`config.mk`:
```
export PLATFORM = sky130hd
export DESIGN_NAME = sha256_stream_hash
export DESIGN_NICKNAME = d
export VERILOG_FILES = /design/src/hdl/s256_pkg.sv /design/src/hdl/s256_ram.sv /design/src/hdl/sha256_stream_hash.sv
export SDC_FILE = /design/constraint.sdc
export NUM_CORES = 2
export LEC_CHECK = 0
export BUFFER_PORTS_ARGS = -buffer_cell sky130_fd_sc_hd__clkbuf_2
export CORE_MARGIN = 3
export CORE_UTILIZATION = 43
export DETAILED_ROUTE_END_ITERATION = 10
export PLACE_DENSITY_LB_ADDON = 0.3
export REMOVE_ABC_BUFFERS = 1
export SKIP_LAST_GASP = 1
export SLEW_MARGIN = 10
export SYNTH_ARGS = -nofsm -noshare
export SYNTH_HDL_FRONTEND = slang
export SYNTH_HIERARCHICAL = 1
export SYNTH_SLANG_ARGS = --single-unit
```
`constraint.sdc`:
```
create_clock -name i_clk -period 40.2 [get_ports i_clk]
set_input_delay 4.02 -clock i_clk [delete_from_list [all_inputs] [get_ports i_clk]]
set_output_delay 4.02 -clock i_clk [all_outputs]
set_load 0.005 [all_outputs]
```
`src/hdl/s256_pkg.sv`:
```
// Package: types, constants and round functions for the SHA-256 stream hasher.
package s256_pkg;

    typedef struct packed {
        logic [7:0] message_byte;
        logic       byte_present;
        logic       last_byte;
    } t_in_beat;

    typedef struct packed {
        logic [31:0] digest_word;
        logic [2:0]  word_index;
        logic        last_word;
    } t_out_beat;

    typedef enum logic [2:0] {
        ST_IDLE,
        ST_PAD,
        ST_LOAD,
        ST_ROUND,
        ST_ADD,
        ST_OUT
    } t_state;

    localparam logic [7:0] PAD_BYTE = 8'h80;
    localparam logic [5:0] LEN_POS  = 6'd56;

    localparam logic [31:0] ROUND_K [64] = '{
        32'h428a2f98, 32'h71374491, 32'hb5c0fbcf, 32'he9b5dba5,
        32'h3956c25b, 32'h59f111f1, 32'h923f82a4, 32'hab1c5ed5,
        32'hd807aa98, 32'h12835b01, 32'h243185be, 32'h550c7dc3,
        32'h72be5d74, 32'h80deb1fe, 32'h9bdc06a7, 32'hc19bf174,
        32'he49b69c1, 32'hefbe4786, 32'h0fc19dc6, 32'h240ca1cc,
        32'h2de92c6f, 32'h4a7484aa, 32'h5cb0a9dc, 32'h76f988da,
        32'h983e5152, 32'ha831c66d, 32'hb00327c8, 32'hbf597fc7,
        32'hc6e00bf3, 32'hd5a79147, 32'h06ca6351, 32'h14292967,
        32'h27b70a85, 32'h2e1b2138, 32'h4d2c6dfc, 32'h53380d13,
        32'h650a7354, 32'h766a0abb, 32'h81c2c92e, 32'h92722c85,
        32'ha2bfe8a1, 32'ha81a664b, 32'hc24b8b70, 32'hc76c51a3,
        32'hd192e819, 32'hd6990624, 32'hf40e3585, 32'h106aa070,
        32'h19a4c116, 32'h1e376c08, 32'h2748774c, 32'h34b0bcb5,
        32'h391c0cb3, 32'h4ed8aa4a, 32'h5b9cca4f, 32'h682e6ff3,
        32'h748f82ee, 32'h78a5636f, 32'h84c87814, 32'h8cc70208,
        32'h90befffa, 32'ha4506ceb, 32'hbef9a3f7, 32'hc67178f2
    };

    localparam logic [31:0] START_H [8] = '{
        32'h6a09e667, 32'hbb67ae85, 32'h3c6ef372, 32'ha54ff53a,
        32'h510e527f, 32'h9b05688c, 32'h1f83d9ab, 32'h5be0cd19
    };

    function automatic logic [31:0] rotr(input logic [31:0] v, input int n);
        rotr = (v >> n) | (v << (32 - n));
    endfunction

    function automatic logic [31:0] sig0(input logic [31:0] x);
        sig0 = rotr(x, 7) ^ rotr(x, 18) ^ (x >> 3);
    endfunction

    function automatic logic [31:0] sig1(input logic [31:0] x);
        sig1 = rotr(x, 17) ^ rotr(x, 19) ^ (x >> 10);
    endfunction

endpackage

```
`src/hdl/s256_ram.sv`:
```
// Generic single-port RAM with registered read.
module s256_ram #(
    parameter int WIDTH = 8,
    parameter int DEPTH = 64
) (
    input  logic                     i_clk,
    input  logic                     i_we,
    input  logic [$clog2(DEPTH)-1:0] i_addr,
    input  logic [WIDTH-1:0]         i_wdata,
    output logic [WIDTH-1:0]         o_rdata
);
    logic [WIDTH-1:0] r_mem [DEPTH];

    // write the addressed entry when enabled; always read it
    always_ff @(posedge i_clk) begin
        if (i_we) begin
            r_mem[i_addr] <= i_wdata;
        end
        o_rdata <= r_mem[i_addr];
    end
endmodule

```
`src/hdl/sha256_stream_hash.sv`:
```
// SHA-256 over a byte stream: block buffer in RAM, one round unit, digest out.
// Input: byte beats are taken in IDLE; the beat that fills a block then stalls input while the
//   LOAD state reads the block from the byte-wide RAM and the ROUND and ADD states compress it.
// Final beat with f bytes in the block: the PAD state writes 0x80, zeros and the length and the
//   block is compressed, plus one more block when f >= 56 or the block was full; then 8 digest
//   beats, one per cycle while i_stall is low. No byte is taken during compression; the RAM port
//   and one round unit bound the rate. Reset: synchronous active low; loads the initial hash.
module sha256_stream_hash (
    input  logic                 i_clk,
    input  logic                 i_rst_n,
    input  logic                 i_valid,
    output logic                 o_stall,
    input  s256_pkg::t_in_beat   i_data,
    output logic                 o_valid,
    input  logic                 i_stall,
    output s256_pkg::t_out_beat  o_data
);
    import s256_pkg::*;

    t_state      r_state, n_state;
    logic [31:0] r_h [8];
    logic [31:0] r_v [8];
    logic [31:0] r_w [16];
    logic [5:0]  r_fill, n_fill;
    logic [63:0] r_bits;
    logic [6:0]  r_cnt, n_cnt;
    logic        r_final, n_final;
    logic        r_second, n_second;
    logic        r_late, n_late;
    logic        r_ovalid;
    logic [2:0]  r_oidx;

    logic        ram_we;
    logic [5:0]  ram_addr;
    logic [7:0]  ram_wdata, ram_rdata;

    s256_ram #(.WIDTH(8), .DEPTH(64)) u_buf (
        .i_clk(i_clk), .i_we(ram_we), .i_addr(ram_addr),
        .i_wdata(ram_wdata), .o_rdata(ram_rdata)
    );

    logic acc_in, acc_out;
    assign acc_in  = i_valid && !o_stall;
    assign acc_out = r_ovalid && !i_stall;
    assign o_stall = (r_state != ST_IDLE);
    assign o_valid = r_ovalid;
    assign o_data  = '{digest_word: r_h[r_oidx], word_index: r_oidx,
                       last_word: (r_oidx == 3'd7)};

    // length byte for pad position
    logic [7:0] len_byte;
    assign len_byte = r_bits[{~r_fill[2:0], 3'b111} -: 8];

    // next state, buffer port
    always_comb begin
        n_state  = r_state;
        n_fill   = r_fill;
        n_cnt    = r_cnt;
        n_final  = r_final;
        n_second = r_second;
        n_late   = r_late;
        ram_we   = 1'b0;
        ram_addr = r_cnt[5:0];
        ram_wdata = 8'h00;
        case (r_state)
            ST_IDLE: begin
                ram_addr = r_fill;
                ram_wdata = i_data.message_byte;
                if (acc_in && i_data.byte_present) begin
                    ram_we = 1'b1;
                    n_fill = r_fill + 6'd1;
                end
                if (acc_in) begin
                    n_final = i_data.last_byte;
                    n_second = 1'b0;
                    n_late = 1'b0;
                    if (i_data.byte_present && r_fill == 6'd63) begin
                        n_state = ST_LOAD;
                        n_cnt = '0;
                    end else if (i_data.last_byte) begin
                        n_state = ST_PAD;
                    end
                end
            end
            ST_PAD: begin
                // write 0x80 once, then zeros, with the length in the last block
                ram_we = 1'b1;
                ram_addr = r_fill;
                if (!r_second) begin
                    ram_wdata = PAD_BYTE;
                    n_second = 1'b1;
                    n_late = (r_fill >= LEN_POS);
                end else if (!r_late && r_fill >= LEN_POS) begin
                    ram_wdata = len_byte;
                end
                n_fill = r_fill + 6'd1;
                if (r_fill == 6'd63) begin
                    n_state = ST_LOAD;
                    n_cnt = '0;
                end
            end
            ST_LOAD: begin
                n_cnt = r_cnt + 7'd1;
                if (r_cnt == 7'd64) begin
                    n_state = ST_ROUND;
                    n_cnt = '0;
                end
            end
            ST_ROUND: begin
                n_cnt = r_cnt + 7'd1;
                if (r_cnt == 7'd63) n_state = ST_ADD;
            end
            ST_ADD: begin
                // pad again when the pad or the length has not gone in yet
                n_fill = '0;
                n_late = 1'b0;
                if (!r_final) n_state = ST_IDLE;
                else if (!r_second || r_late) n_state = ST_PAD;
                else n_state = ST_OUT;
            end
            ST_OUT: begin
                if (acc_out && r_oidx == 3'd7) n_state = ST_IDLE;
            end
            default: n_state = ST_IDLE;
        endcase
    end

    // round datapath
    logic [31:0] wt, t1, t2;
    always_comb begin
        wt = (r_cnt < 7'd16) ? r_w[r_cnt[3:0]] :
             r_w[r_cnt[3:0]] + sig0(r_w[4'(r_cnt[3:0] + 4'd1)]) +
             r_w[4'(r_cnt[3:0] + 4'd9)] + sig1(r_w[4'(r_cnt[3:0] + 4'd14)]);
        t1 = r_v[7] + (rotr(r_v[4], 6) ^ rotr(r_v[4], 11) ^ rotr(r_v[4], 25)) +
             ((r_v[4] & r_v[5]) ^ (~r_v[4] & r_v[6])) + ROUND_K[r_cnt[5:0]] + wt;
        t2 = (rotr(r_v[0], 2) ^ rotr(r_v[0], 13) ^ rotr(r_v[0], 22)) +
             ((r_v[0] & r_v[1]) ^ (r_v[0] & r_v[2]) ^ (r_v[1] & r_v[2]));
    end

    // hold control state
    always_ff @(posedge i_clk) begin
        if (!i_rst_n) begin
            r_state  <= ST_IDLE;
            r_fill   <= '0;
            r_cnt    <= '0;
            r_final  <= 1'b0;
            r_second <= 1'b0;
            r_late   <= 1'b0;
            r_bits   <= '0;
            r_ovalid <= 1'b0;
            r_oidx   <= '0;
            for (int j = 0; j < 8; j++) r_h[j] <= START_H[j];
        end else begin
            r_state  <= n_state;
            r_fill   <= n_fill;
            r_cnt    <= n_cnt;
            r_final  <= n_final;
            r_second <= n_second;
            r_late   <= n_late;
            if (acc_in && i_data.byte_present) r_bits <= r_bits + 64'd8;
            if (r_state == ST_ADD) begin
                for (int j = 0; j < 8; j++) r_h[j] <= r_h[j] + r_v[j];
                if (n_state == ST_OUT) begin
                    r_ovalid <= 1'b1;
                    r_oidx <= '0;
                end
            end
            if (acc_out) begin
                r_oidx <= r_oidx + 3'd1;
                if (r_oidx == 3'd7) begin
                    r_ovalid <= 1'b0;
                    r_bits <= '0;
                    for (int j = 0; j < 8; j++) r_h[j] <= START_H[j];
                end
            end
        end
    end

    // schedule window and working variables
    always_ff @(posedge i_clk) begin
        if (r_state == ST_LOAD && r_cnt != 7'd0) begin
            r_w[4'((r_cnt - 7'd1) >> 2)] <=
                {r_w[4'((r_cnt - 7'd1) >> 2)][23:0], ram_rdata};
        end
        if (r_state == ST_LOAD && r_cnt == 7'd64) begin
            for (int j = 0; j < 8; j++) r_v[j] <= r_h[j];
        end
        if (r_state == ST_ROUND) begin
            r_w[r_cnt[3:0]] <= wt;
            r_v[7] <= r_v[6]; r_v[6] <= r_v[5]; r_v[5] <= r_v[4];
            r_v[4] <= r_v[3] + t1;
            r_v[3] <= r_v[2]; r_v[2] <= r_v[1]; r_v[1] <= r_v[0];
            r_v[0] <= t1 + t2;
        end
    end

    // checks
    a_no_in_busy: assert property (@(posedge i_clk) disable iff (!i_rst_n)
        (r_state != ST_IDLE) |-> o_stall) else $error("accepted while busy");
    a_out_only_in_out: assert property (@(posedge i_clk) disable iff (!i_rst_n)
        r_ovalid |-> (r_state == ST_OUT)) else $error("output outside out state");
    a_round_cnt: assert property (@(posedge i_clk) disable iff (!i_rst_n)
        (r_state == ST_ROUND) |-> (r_cnt < 7'd64)) else $error("round count overrun");
endmodule

```
# --- Word level (Yosys, flattened, before mapping) ---
# Memory sizes are Yosys's and may differ from the RTL's. A register that Yosys moved wholly into a read port is not among the register bits.
# Index checks and enable logic that the tools add are counted.
word_totals:
  regBits: 87
  mem_bits_rw: 1536
  romBits: 2048
  in_bits: 14
  output_inout_bits: 38
  word_cells: 228
  n_memories: 5
mem_list:
  columns: ["name", "depth", "width", "read_ports", "rd_ports_with_merged_regs", "wr", "line", "source"]
  rows:
  - ["(no name shown)", 64, 32, 1, 0, 0, "sha256_stream_hash.sv:135", "((r_v[4] & r_v[5]) ^ (~r_v[4] & r_v[6])) + ROUND_K[r_cnt[5:0]] + wt;"]
  - ["r_w", 16, 32, 5, 1, 1, "sha256_stream_hash.sv:23", "logic [31:0] r_w [16];"]
  - ["u_buf.r_mem", 64, 8, 1, 1, 1, "s256_ram.sv:12", "logic [WIDTH-1:0] r_mem [DEPTH];"]
  - ["r_h", 8, 32, 9, 1, 8, "sha256_stream_hash.sv:21", "logic [31:0] r_h [8];"]
  - ["r_v", 8, 32, 8, 0, 8, "sha256_stream_hash.sv:22", "logic [31:0] r_v [8];"]
classes:
  addsub: 26
  n_lt_le_gt_ge: 3
  eq_ne: 15
  n_shift: 1
  muxes: 87
  n_bitwise: 53
  reduce_logical: 29
op_table:
  columns: ["operator", "n"]
  rows:
  - ["2-to-1 mux 32 bit", 28]
  - ["adder 32 bit", 18]
  - ["XOR 32 bit", 9]
  - ["2-to-1 mux 64 bit", 3]
  - ["AND 32 bit", 5]
  - ["variable part select 71 x 7 -> 8 bit", 1]
  - ["adder 64 x 4 -> 64 bit (second input constant)", 1]
  - ["2-to-1 mux 3 bit", 14]
  - ["inverter 32 bit", 1]
  - ["bitwise OR 10 x 32 -> 32 bit", 1]
  - ["bitwise OR 13 x 32 -> 32 bit", 1]
  - ["bitwise OR 14 x 32 -> 32 bit", 1]
  - ["bitwise OR 15 x 32 -> 32 bit", 1]
  - ["bitwise OR 19 x 32 -> 32 bit", 1]
  - ["bitwise OR 21 x 32 -> 32 bit", 1]
  - ["bitwise OR 25 x 32 -> 32 bit", 1]
  - ["bitwise OR 26 x 32 -> 32 bit", 1]
  - ["bitwise OR 30 x 32 -> 32 bit", 1]
  - ["bitwise OR 7 x 32 -> 32 bit", 1]
  - ["OR reduction 32 bit", 1]
  - ["XOR 32 x 22 -> 32 bit", 1]
  - ["XOR 32 x 29 -> 32 bit", 1]
  - ["2-to-1 mux 7 bit", 4]
  - ["one-hot mux 7 bit (4 select lines)", 1]
  - ["other kinds (40)", 116]

# --- Depth between registers and ports, before layout ---
# An unclocked memory read counts as a cell.
depth:
  depth_word: 12
  mapped_depth: 63
  ltp_nobuf: 56

# --- Cells and area by module ---
# The synthesis kept the hierarchy.
modules_own_cells:
  columns: ["mod", "instances", "cells_per_inst", "area_per_inst_um2"]
  rows:
  - ["sha256_stream_hash", 1, 7610, 84737.5]
  - ["s256_ram", 1, 1211, 20224.4]

# --- Worst setup path before layout ---
# No wires, ideal clock.
synth_path:
  path_type: "reg-to-reg"
  start: "register r_cnt[2]"
  end: "memory r_v[0][31] (data pin)"
  arrival_ns: 12.899
  required_ns: 39.937
  slack_ns: 27.038
  stages_incl_launch_ff: 59
  n_path_buf: 8
  synth_period_minus_slack_ns: 13.162
  cell_sequence: "dfxtp_1 > clkinv_1 > clkbuf_1 > clkbuf_1 > ha_1 > buf_2 > buf_4 > buf_1 > clkbuf_1 > buf_1 > clkbuf_1 > mux4_2 > fa_1 > inv_1 > fa_1 > inv_1 > ha_1 > inv_1 > (+23 left out) > nor2_1 > nor2_1 > o21a_1 > o21ai_0 > o41ai_1 > o21bai_1 > a21oi_1 > xor2_1 > fa_1 > inv_1 > ha_1 > a21o_1 > a21oi_1 > o21ai_0 > a21oi_1 > xnor2_1 > xnor2_1 > o21ai_1"
synth_rtl:
  columns: ["element", "line", "source"]
  rows:
  - ["from (decl)", "sha256_stream_hash.sv:26", "logic [6:0] r_cnt, n_cnt;"]
  - ["from (signal assigned)", "sha256_stream_hash.sv:156", "r_cnt <= n_cnt;"]
  - ["to (decl)", "sha256_stream_hash.sv:22", null]

==> key figures <==
Clock network
  – TritonCTS buffer count: 179
  – Skew-Pair Late Insertion Delay: 850 ps
  – PostCTS Resize Cnt: 0
  – H-tree Lvls: 4
  – CTS Sinks: 1,635
  – CTS root buf: clkbuf_16
  – Hold buffers post-CTS: 0
  – CTS tree: built
  – Clock Pin Slew Worst Setup and Hold Paths: 60 ps
  – Setup repair bufs after CTS: 0
  – Clock buffer depth: 3

Route
  – ANT nets after route: 0
  – DR DRC count: 0
  – Initial DRC Count: 9,820
  – Routed wire length: 341,000 µm
  – DR vias: 76,700
  – Routed len/inst: 28.43 µm
  – Via/cell ratio: 6.395
  – Detailed Routing Iterations Pass 1: 6

Timing
  – TNS Setup: 0 ps
  – Max-slew violation count: 0
  – Achievable frequency: 65.59 MHz
  – Minimum clock period: 15,250 ps
  – Worst-margin pin slew: 1279 ps
  – Final Skew: 44.12 ps
  – Hold Fails Final Rpt: 0
  – Max transition margin: 0.1441
  – RSZ-0062 raised after global routing: false
  – Fin crit share: 0.3793
  – Setup Viol. Count Final: 0
  – Final worst slack: 24,950 ps

Critical path
  – Max incr delay on CP: 900 ps
  – Critical Path RT: 40,750 ps
  – Worst setup path start: r_cnt[1]$_SDFFE_PN0P_
  – CP Capture Type: flip-flop
  – Worst r2r path cells: 47
  – Slowest CP cell: o31ai_1
  – Crit path kind: reg2reg
  – Worst Setup Start Kind: flip-flop
  – Reg2reg end: r_v[1][31]$_DFFE_PP_
  – FF-to-FF Start: r_cnt[1]$_SDFFE_PN0P_
  – Worst Path Max Fanout: 53
  – Crit path capture: r_v[1][31]$_DFFE_PP_
  – R2R setup slack: 24,950 ps
  – Worst EP arrival: 15,800 ps

Outcome
  – Status: completed

Global routing
  – GRT Resource Usage Total: 0.2683
  – Largest net degree at the start of global routing: 94
  – Grt ovf: 0
  – Global-route wire length before repair: 503,200 µm
  – Vias in the first global route: 74,760
  – Initial antenna violation count: 9

Flow run
  – Max Cap Viol: 0

Placement
  – Post-Place Setup Slack: 25,150 ps
  – Inst Count DP: 11,660
  – Gpl congestion: 0.9653
  – Port-buffer cells: 51
  – Dpl hpwl: 235,400 µm

Cells and area
  – Non-Filler Instances: 11,990
  – Share of cells above drive strength 1: 0.1569
  – Layout net count: 9,279
  – Area delta synth->final: 8.979%
  – Finished Core Util: 0.4733

Pwr
  – VDD IR-drop max: 39.17 µV
  – Overall power: 3.679 mW
  – Power density cells: 32.17 nW/µm²
  – Leakage: 40.27 nW

Synthesis
  – Synth Register Bits: 1,635
  – Register area share after synthesis: 0.4461
  – Post-synthesis cell type count: 102
  – Number of synthesized flops with an enable pin: 1,408
  – Dominant synthesized flop cell: edfxtp_1
  – Cells after synthesis: 8,821
  – Fraction of registers with async set/reset: 0
  – Biggest area consumer among synthesized cells: edfxtp_1
  – Synth Cell Area: 105,000 µm²
  – Avg Cell Area, Syn: 11.90 µm²
  – Post-synth top area share: 0.4028
  – Yosys warns: 6
  – Area contributors post-synth: edfxtp_1 40%, mux4_2 15%, ha_1 4.9%

Floorplan
  – Row count: 180
  – Die width: 500.1 µm
  – Core area: 241,700 µm²
  – Total die area: 250,100 µm²
  – Die Ht: 500.1 µm
  – Ports: 52
  – Initial Utilization: 0.4343

Worst hold path
  – Hold WC Path Type: reg2reg
-- where the power goes --
group          switching (mW)  internal [mW]
Sequential            0.00567           1.85
Clock                   0.725          0.946
Combinational           0.109         0.0410
-- layout make-up --
cell class / count / area, µm²
antenna: 2 / 5.005
sequential: 1635 / 46860
clock buffer: 223 / 4746
inverter: 431 / 1620
clock inverter: 105 / 1119
fill: 21300 / 127300
multi-input combinational: 6215 / 54680
timing repair buffer: 197 / 1364
tap: 3185 / 3985
-- critical path, delay by kind of cell, from the launching register on --
kind	cells	cell delay [ps]
AO/OA/AOI/OAI	23	5310
XOR/XNOR	4	640
adder cells (fa/ha/maj)	9	4200
buffers and inverters	7	2430
flip-flops	1	760
multiplexers	2	1020
AND/OR/NAND/NOR	2	440
-- worst min path at each step --
| stage | startpoint | end | slack (ps) | cells past startpoint |
|---|---|---|---|---|
| after global routing | r_h[4][22]$_SDFFE_PP0P_ | r_h[4][22]$_SDFFE_PP0P_ | 510 | 2 |
| after CTS | r_h[4][8]$_SDFFE_PP0P_ | r_h[4][8]$_SDFFE_PP0P_ | 500 | 2 |
| final | r_h[7][26]$_SDFFE_PP0P_ | r_h[7][26]$_SDFFE_PP0P_ | 490 | 2 |
| after global placement | o_valid$_SDFF_PN0_ | o_valid$_SDFF_PN0_ | 470 | 2 |
| after detailed placement | r_h[4][15]$_SDFFE_PP0P_ | r_h[4][15]$_SDFFE_PP0P_ | 490 | 2 |
| after floorplan | r_h[6][31]$_SDFFE_PP0P_ | r_h[6][31]$_SDFFE_PP0P_ | 460 | 2 |
-- cell usage after synthesis (25+ instances only) --
| master | n |
|---|---|
| edfxtp_1 | 1408 |
| nand2_1 | 1177 |
| mux4_2 | 717 |
| nor2_1 | 487 |
| a21oi_1 | 471 |
| inv_1 | 427 |
| ha_1 | 411 |
| o21ai_0 | 409 |
| xnor2_1 | 401 |
| clkbuf_1 | 382 |
| dfxtp_1 | 227 |
| xor2_1 | 215 |
| a21o_1 | 200 |
| fa_1 | 195 |
| nand3_1 | 113 |
| a22oi_1 | 99 |
| nor3_1 | 99 |
| mux2_2 | 86 |
| mux2i_1 | 77 |
| buf_1 | 74 |
| o211ai_1 | 71 |
| nand2b_1 | 69 |
| a211oi_1 | 66 |
| nor2b_1 | 63 |
| a221oi_1 | 60 |
| o21bai_1 | 60 |
| and3_1 | 58 |
| a31oi_1 | 57 |
| buf_2 | 54 |
| o21a_1 | 49 |
| or3_1 | 47 |
| nand4_1 | 41 |
| o22ai_1 | 39 |
| o31ai_1 | 36 |
| o221ai_1 | 25 |
-- routing by layer --
| layer | share of wire | vias to the layer above | wire [µm] | track usage |
|---|---|---|---|---|
| li1 | - | 32890 | - | - |
| met4 | 0.049 | 6 | 16590 | 0.1164 |
| met5 | 0.00013 | - | 43 | 0 |
| met2 | 0.46 | 4452 | 155700 | 0.4166 |
| met3 | 0.10 | 761 | 35520 | 0.06029 |
| met1 | 0.39 | 38590 | 133100 | 0.3620 |
-- state kept, by name (all words and copies together), names as in the netlist, 3 cells and up, named ones only --
name           flops
r_oidx             3
r_cnt              7
r_w              512
r_v              256
r_fill             6
r_h              256
u_buf/o_rdata      8
r_state            3
r_bits            61
u_buf/r_mem      512
-- per-stage QoR --
stage	hold slack (ps)	instance area (µm²)
2_1_floorplan	456.0	102700
5_1_grt	514.8	114400
3_5_place_dp	488.3	108500
6_report	493.2	114400
4_1_cts	498.0	114400
3_3_place_gp	473.6	108500
-- layout by cell type, fill, tap and decap left out, types with 396 or more instances in the layout --
cell type | netlist | final
a21oi_1 | 471 | 470
edfxtp_1 | 1408 | 1408
ha_1 | 411 | 406
inv_1 | 427 | 425
mux4_2 | 717 | 717
nand2_1 | 1177 | 1173
nor2_1 | 487 | 469
o21ai_0 | 409 | 396
xnor2_1 | 401 | 399
-- cells by family after synthesis --
family	synth area share
buffers and inverters	0.03699
xor gates and xnor gates	0.05189
DFF	0.4461
muxes	0.1709
and+or+nand+nor	0.09429
adders and majority gates	0.08666
AOI/OAI and AO/OA	0.1131
Note: power is estimated with default switching activity, not from simulation.
